[src/rtl/hsv2rgb_pkg.sv]
// Shared types, formats and helpers for the HSV to RGB converter.
package hsv2rgb_pkg;

    localparam int HUE_BITS     = 16;
    localparam int CH_FRAC_BITS = 14;
    localparam int IN_W         = CH_FRAC_BITS + 2;
    localparam int OUT_W        = CH_FRAC_BITS + 1;
    localparam int K_W          = HUE_BITS + 3;
    localparam int F_W          = HUE_BITS + 1;
    localparam int SECT_W       = K_W - HUE_BITS;

    localparam logic [IN_W-1:0] CH_ONE_IN = IN_W'(1) << CH_FRAC_BITS;

    typedef enum logic [SECT_W-1:0] {
        SECT_RED_YEL = 3'd0,
        SECT_YEL_GRN = 3'd1,
        SECT_GRN_CYN = 3'd2,
        SECT_CYN_BLU = 3'd3,
        SECT_BLU_MAG = 3'd4,
        SECT_MAG_RED = 3'd5
    } sector_t;

    typedef struct packed {
        logic [HUE_BITS-1:0]    hue;
        logic signed [IN_W-1:0] saturation;
        logic signed [IN_W-1:0] value;
    } pix_t;

    typedef struct packed {
        logic [OUT_W-1:0] red;
        logic [OUT_W-1:0] green;
        logic [OUT_W-1:0] blue;
    } rgb_t;

    typedef struct packed {
        sector_t          sector;
        logic [F_W-1:0]   tent;
        logic [OUT_W-1:0] sat;
        logic [OUT_W-1:0] val;
    } prep_t;

    typedef struct packed {
        sector_t          sector;
        logic [F_W-1:0]   tent;
        logic [OUT_W-1:0] chroma;
        logic [OUT_W-1:0] val;
    } chroma_t;

    typedef struct packed {
        sector_t          sector;
        logic [OUT_W-1:0] x;
        logic [OUT_W-1:0] chroma;
        logic [OUT_W-1:0] base;
    } mix_t;

    // Load enables of the four pipeline stages.
    typedef struct packed {
        logic prep;
        logic chroma;
        logic tent;
        logic mix;
    } adv_t;

    function automatic logic [OUT_W-1:0] clamp_unit(input logic signed [IN_W-1:0] raw);
        logic [OUT_W-1:0] res;
        if (raw[IN_W-1])
            res = '0;
        else if ($unsigned(raw) > CH_ONE_IN)
            res = CH_ONE_IN[OUT_W-1:0];
        else
            res = raw[OUT_W-1:0];
        return res;
    endfunction

endpackage

[src/rtl/hsv2rgb_prep.sv]
// Stage 1: clamp saturation and value, split 6h into sector and tent factor.
module hsv2rgb_prep
    import hsv2rgb_pkg::*;
(
    input  logic  clk,
    input  logic  rst_n,
    input  logic  load,
    input  logic  valid_in,
    input  pix_t  pix_in,
    output logic  valid_reg,
    output prep_t data_reg
);

    logic [K_W-1:0]    k;
    logic [HUE_BITS:0] km2;
    prep_t             data_next;

    always_comb
    begin
        k   = (K_W'(pix_in.hue) << 2) + (K_W'(pix_in.hue) << 1);
        km2 = k[HUE_BITS:0];
        data_next.sector = sector_t'(k[K_W-1:HUE_BITS]);
        // Fold the falling half of the tent: f = 2 - (6h mod 2) there.
        data_next.tent   = km2[HUE_BITS] ? (F_W'(0) - km2) : km2;
        data_next.sat    = clamp_unit(pix_in.saturation);
        data_next.val    = clamp_unit(pix_in.value);
    end

    always_ff @(posedge clk or negedge rst_n)
    begin
        if (!rst_n)
            valid_reg <= 1'b0;
        else if (load)
            valid_reg <= valid_in;
    end

    always_ff @(posedge clk)
    begin
        if (load && valid_in)
            data_reg <= data_next;
    end

endmodule

[src/rtl/hsv2rgb_chroma.sv]
// Stages 2 and 3: chroma product, then the X product and the grey offset.
module hsv2rgb_chroma
    import hsv2rgb_pkg::*;
(
    input  logic    clk,
    input  logic    rst_n,
    input  adv_t    adv,
    input  logic    valid_in,
    input  prep_t   prep_in,
    output logic    chroma_valid_reg,
    output logic    mix_valid_reg,
    output mix_t    mix_reg
);

    chroma_t                 chroma_reg;
    chroma_t                 chroma_next;
    mix_t                    mix_next;
    logic [2*OUT_W-1:0]      prod_cv;
    logic [OUT_W+F_W-1:0]    prod_x;

    always_comb
    begin
        prod_cv = (2*OUT_W)'(prep_in.sat) * (2*OUT_W)'(prep_in.val);
        chroma_next.sector = prep_in.sector;
        chroma_next.tent   = prep_in.tent;
        chroma_next.chroma = prod_cv[CH_FRAC_BITS +: OUT_W];
        chroma_next.val    = prep_in.val;
    end

    always_comb
    begin
        prod_x = (OUT_W+F_W)'(chroma_reg.chroma) * (OUT_W+F_W)'(chroma_reg.tent);
        mix_next.sector = chroma_reg.sector;
        mix_next.x      = prod_x[HUE_BITS +: OUT_W];
        mix_next.chroma = chroma_reg.chroma;
        mix_next.base   = chroma_reg.val - chroma_reg.chroma;
    end

    always_ff @(posedge clk or negedge rst_n)
    begin
        if (!rst_n)
        begin
            chroma_valid_reg <= 1'b0;
            mix_valid_reg    <= 1'b0;
        end
        else
        begin
            if (adv.chroma)
                chroma_valid_reg <= valid_in;
            if (adv.tent)
                mix_valid_reg <= chroma_valid_reg;
        end
    end

    always_ff @(posedge clk)
    begin
        if (adv.chroma && valid_in)
            chroma_reg <= chroma_next;
        if (adv.tent && chroma_valid_reg)
            mix_reg <= mix_next;
    end

endmodule

[src/rtl/hsv2rgb_mix.sv]
// Stage 4: place chroma, X and zero by sector and add the grey offset.
module hsv2rgb_mix
    import hsv2rgb_pkg::*;
(
    input  logic clk,
    input  logic rst_n,
    input  logic load,
    input  logic valid_in,
    input  mix_t mix_in,
    output logic valid_reg,
    output rgb_t rgb_reg
);

    logic [OUT_W-1:0] r_sel;
    logic [OUT_W-1:0] g_sel;
    logic [OUT_W-1:0] b_sel;
    rgb_t             rgb_next;

    always_comb
    begin
        case (mix_in.sector)
            SECT_RED_YEL: begin r_sel = mix_in.chroma; g_sel = mix_in.x;      b_sel = '0;            end
            SECT_YEL_GRN: begin r_sel = mix_in.x;      g_sel = mix_in.chroma; b_sel = '0;            end
            SECT_GRN_CYN: begin r_sel = '0;            g_sel = mix_in.chroma; b_sel = mix_in.x;      end
            SECT_CYN_BLU: begin r_sel = '0;            g_sel = mix_in.x;      b_sel = mix_in.chroma; end
            SECT_BLU_MAG: begin r_sel = mix_in.x;      g_sel = '0;            b_sel = mix_in.chroma; end
            default:      begin r_sel = mix_in.chroma; g_sel = '0;            b_sel = mix_in.x;      end
        endcase
        rgb_next.red   = r_sel + mix_in.base;
        rgb_next.green = g_sel + mix_in.base;
        rgb_next.blue  = b_sel + mix_in.base;
    end

    always_ff @(posedge clk or negedge rst_n)
    begin
        if (!rst_n)
            valid_reg <= 1'b0;
        else if (load)
            valid_reg <= valid_in;
    end

    always_ff @(posedge clk)
    begin
        if (load && valid_in)
            rgb_reg <= rgb_next;
    end

endmodule

[src/rtl/hsv_to_rgb_converter_core.sv]
// Top level of the pipelined HSV to RGB converter.
//
//  channel | signals                        | payload
//  --------+--------------------------------+------------------------------
//  input   | pix_valid, pix_ready, pix      | hue, saturation, value
//  output  | rgb_valid, rgb_ready, rgb      | red, green, blue
//
// One pixel per clock while the output is not stalled; each pixel passes
// through clamp/sector, chroma multiply, X multiply and channel mix.
// Reset empties the pipeline; no payload register is cleared.
// A stall at the output holds only stages that are full; bubbles close up,
// so pix_ready stays high while any stage is empty.
module hsv_to_rgb_converter_core
    import hsv2rgb_pkg::*;
(
    input  logic clk,
    input  logic rst_n,
    input  logic pix_valid,
    output logic pix_ready,
    input  pix_t pix,
    output logic rgb_valid,
    input  logic rgb_ready,
    output rgb_t rgb
);

    adv_t  adv;
    logic  prep_valid;
    prep_t prep_data;
    logic  chroma_valid;
    logic  mix_valid;
    mix_t  mix_data;

    // Advance a stage when it is empty or its successor advances.
    always_comb
    begin
        adv.mix    = !rgb_valid || rgb_ready;
        adv.tent   = !mix_valid || adv.mix;
        adv.chroma = !chroma_valid || adv.tent;
        adv.prep   = !prep_valid || adv.chroma;
    end

    assign pix_ready = adv.prep;

    hsv2rgb_prep u_prep (
        .clk       (clk),
        .rst_n     (rst_n),
        .load      (adv.prep),
        .valid_in  (pix_valid),
        .pix_in    (pix),
        .valid_reg (prep_valid),
        .data_reg  (prep_data)
    );

    hsv2rgb_chroma u_chroma (
        .clk              (clk),
        .rst_n            (rst_n),
        .adv              (adv),
        .valid_in         (prep_valid),
        .prep_in          (prep_data),
        .chroma_valid_reg (chroma_valid),
        .mix_valid_reg    (mix_valid),
        .mix_reg          (mix_data)
    );

    hsv2rgb_mix u_mix (
        .clk       (clk),
        .rst_n     (rst_n),
        .load      (adv.mix),
        .valid_in  (mix_valid),
        .mix_in    (mix_data),
        .valid_reg (rgb_valid),
        .rgb_reg   (rgb)
    );

endmodule

[config.mk]
export PLATFORM = sky130hd
export DESIGN_NAME = hsv_to_rgb_converter_core
export DESIGN_NICKNAME = d
export VERILOG_FILES = /design/src/rtl/hsv2rgb_pkg.sv /design/src/rtl/hsv2rgb_prep.sv /design/src/rtl/hsv2rgb_chroma.sv /design/src/rtl/hsv2rgb_mix.sv /design/src/rtl/hsv_to_rgb_converter_core.sv
export SDC_FILE = /design/constraint.sdc
export NUM_CORES = 1
export LEC_CHECK = 0
export BUFFER_PORTS_ARGS = -buffer_cell sky130_fd_sc_hd__buf_4
export CORE_ASPECT_RATIO = 0.7
export CORE_MARGIN = 2
export CORE_UTILIZATION = 40
export CTS_BUF_LIST = sky130_fd_sc_hd__clkbuf_8
export DETAILED_ROUTE_END_ITERATION = 6
export PLACE_DENSITY = 0.66
export RECOVER_POWER = 25
export REMOVE_ABC_BUFFERS = 1
export SLEW_MARGIN = 5
export SYNTH_ARGS = -nofsm -noshare
export SYNTH_HDL_FRONTEND = slang
export SYNTH_HIERARCHICAL = 1
export SYNTH_SLANG_ARGS = --single-unit
[constraint.sdc]
create_clock -name clk -period 8.3 [get_ports clk]
set_input_delay 1.245 -clock clk [delete_from_list [all_inputs] [get_ports clk]]
set_output_delay 1.245 -clock clk [all_outputs]
set_load 0.1 [all_outputs]
==> impl_metrics.tcl <==
set metrics [dict create \
    cp-start-kind "register" \
    cts_sinks 196 \
    grt_pass1_vias 19400 \
    path_max_fanout 19 \
    crit_path_frequent_cell "fa_1" \
    cts_buffers 17 \
    grt_pass1_wl_mm 104 \
    relSlewSlack_pct -95.7 \
    synth_top_area_cell "fa_1" \
    cts_root_buf "clkbuf_8" \
    synth-seq-cells 196 \
    violations "max-capacitance violations, max-slew violations" \
    fmax_mhz 143 \
    drt_wl_total_mm 63.5 \
    post_cts_buffers 0 \
    dr.first_iter.drc_count 1758 \
    drcViolationCount 0 \
    h-tree-depth 4 \
    synth-main-ff-cell "edfxtp_1" \
    synthTopCellsByArea "fa_1 (28%), edfxtp_1 (22%), ha_1 (12%)" \
    setup_viol 0 \
    maxCapViolCount 2 \
    tightest_slew_ns 2.94 \
    syn2layout_area_growth_pct 6.84 \
    route.vias.total 18400 \
    vias_per_cell 5.26 \
    die_w_um 308 \
    hold_viol_final 0 \
    synth-edff-count 192 \
    outcome "finished, violations left" \
    largest_reg_flops 50 \
    ys_types 84 \
    fin_nets 3322 \
    tns_ns 0 \
    dieArea_um2 66800 \
    synth_warnings 6 \
    yosysTopAreaCellShare_pct 27.9 \
    hold_path.class "register to register" \
    rows 77 \
    cts_hold_buf 0 \
    drt_first_pass_iters 6 \
    period_share_pct 84.0 \
    worstPathCellList "clkbuf_1, and2_1, fa_1, inv_1, fa_1, inv_1, fa_1, fa_1, fa_1, inv_1, fa_1, inv_1, ha_1, and4_1, o2111ai_1, o211ai_1, o21ai_2, a31oi_2, a41oi_1, o211ai_1, o211ai_1, xnor2_1" \
    gp_congestion 0.893 \
    drive_gt1_share_pct 6.18 \
    io_pins 99 \
    ant_nets 0 \
    clock_path_buffers 2 \
    grt_max_degree 78 \
    chipHeight_um 217 \
    start_util_pct 40.7 \
    worst_ep_required_time_ns 8.59 \
    cts.clk_slew.worst_paths_ns 0.11 \
    syn_area_per_cell_um2 9.85 \
    syn_inst 2629 \
    fill_cells 6068 \
    syn_area_um2 25900 \
    wire_per_inst_um 18.2 \
    cts_tree "done" \
    slowest_delay_ns 0.82 \
    fin_worst_skew_ns 0.0181 \
    insertion_delay_ns 0.54 \
    rsz0062_at_grt "false" \
    async_flop_share_pct 2.04 \
    period_needed_ns 6.97 \
    ys_seq_area_share_pct 22.7 \
    hpwl_mm 49.7 \
    slew_violations 101 \
    crit_path_top_delay_cell "clkbuf_1" \
    core_um2 63600 \
    crit_type "register to register" \
    port_buffers 98 \
    place_inst 3469 \
    crit_path_end_kind "register" \
    stdcell_count 3500 \
    overflow 0 \
    track_usage_pct 19.7 \
    cp.arrival_ns 7.26 \
    ctsResizeCount 0 \
    antenna_cells 0 \
    antenna_found_initial 0 \
]
cells in the mapped netlist, types with 17 or more instances:
library cell / instances
a21o_1: 23
a21oi_1: 109
and2_1: 301
clkbuf_1: 81
edfxtp_1: 192
fa_1: 361
ha_1: 250
inv_1: 446
mux2i_1: 17
nand2_1: 313
nand2b_1: 19
nand3_1: 24
nor2_1: 84
o21ai_0: 34
xnor2_1: 70
xor2_1: 43
final cells by class:
class | count | area, µm² | area share, %
Clock buffer | 17 | 234 | 0.846
Clock inverter | 14 | 114 | 0.412
Multi-Input combinational cell | 1892 | 18000 | 64.9
Inverter | 446 | 1670 | 6.05
Tap cell | 829 | 1040 | 3.75
Sequential cell | 196 | 5870 | 21.2
Timing Repair Buffer | 106 | 773 | 2.80
metrics by stage:
step | cell area, µm² | hold slack [ns] | util [%] | setup slack (ns)
final | 27700 | 0.411 | 43.5 | 1.33
after global routing | 27700 | 0.424 | 43.5 | 1.03
after CTS | 27700 | 0.414 | 43.5 | 1.44
after detailed placement | 27300 | 0.405 | 43.0 | 1.46
after global placement | 27300 | 0.402 | 43.0 | 1.62
after floorplan | 25500 | 0.400 | - | 2.31
worst max-delay path: cells and delay by family (launching register included):
family	cells	cell delay, ns
fa+ha+maj	7	3.07
compound gates	7	1.59
buf+inv	5	1.11
simple gates	2	0.48
flops	1	0.33
xor+xnor	1	0.15
layout by cell type (no fill, tap or decap), types with 19 or more instances in the layout:
cell / count
nand2_1: 313
xnor2_1: 70
nand2b_1: 19
inv_1: 449
a21oi_1: 109
o21ai_0: 34
edfxtp_1: 192
a21o_1: 23
and2_1: 297
fa_1: 361
nor2_1: 84
xor2_1: 43
ha_1: 250
nand3_1: 24
buf_4: 97
path summary, 6_finish.rpt:
kind / startpoint / to / slack (ns) / cells past startpoint
setup / recovery: u_chroma/chroma_reg[20] / u_chroma/mix_reg[44] / 1.33 / 22
hold / removal: u_prep/data_reg[36] / u_chroma/chroma_reg[36] / 0.41 / 0
setup reg to reg: u_chroma/chroma_reg[20] / u_chroma/mix_reg[44] / 1.33 / 22
hold reg to reg: u_prep/data_reg[36] / u_chroma/chroma_reg[36] / 0.41 / 0
max in group asynchronous: rst_n / u_chroma/mix_valid_reg / 7.59 / 1
min in group asynchronous: rst_n / u_chroma/chroma_valid_reg / 0.52 / 1
routing by layer:
layer | share of wire [%] | GRT usage, %
met4 | 1.1 | 3.63
met3 | 7.3 | 3.55
met5 | 0 | 0
met2 | 44 | 30.4
met1 | 47 | 29.3
logic make-up after synthesis:
group                      share of synthesized area (%)
buffers and inverters                               7.95
xor gates and xnor gates                            4.01
other                                             0.0145
AOI/OAI and AO/OA                                   8.32
adders and majority gates                           40.0
DFF                                                 22.7
muxes                                              0.889
and+or+nand+nor                                     16.1
Power is not shown: default switching activity piles up to over one toggle a cycle in this logic, so the estimate is an artifact.
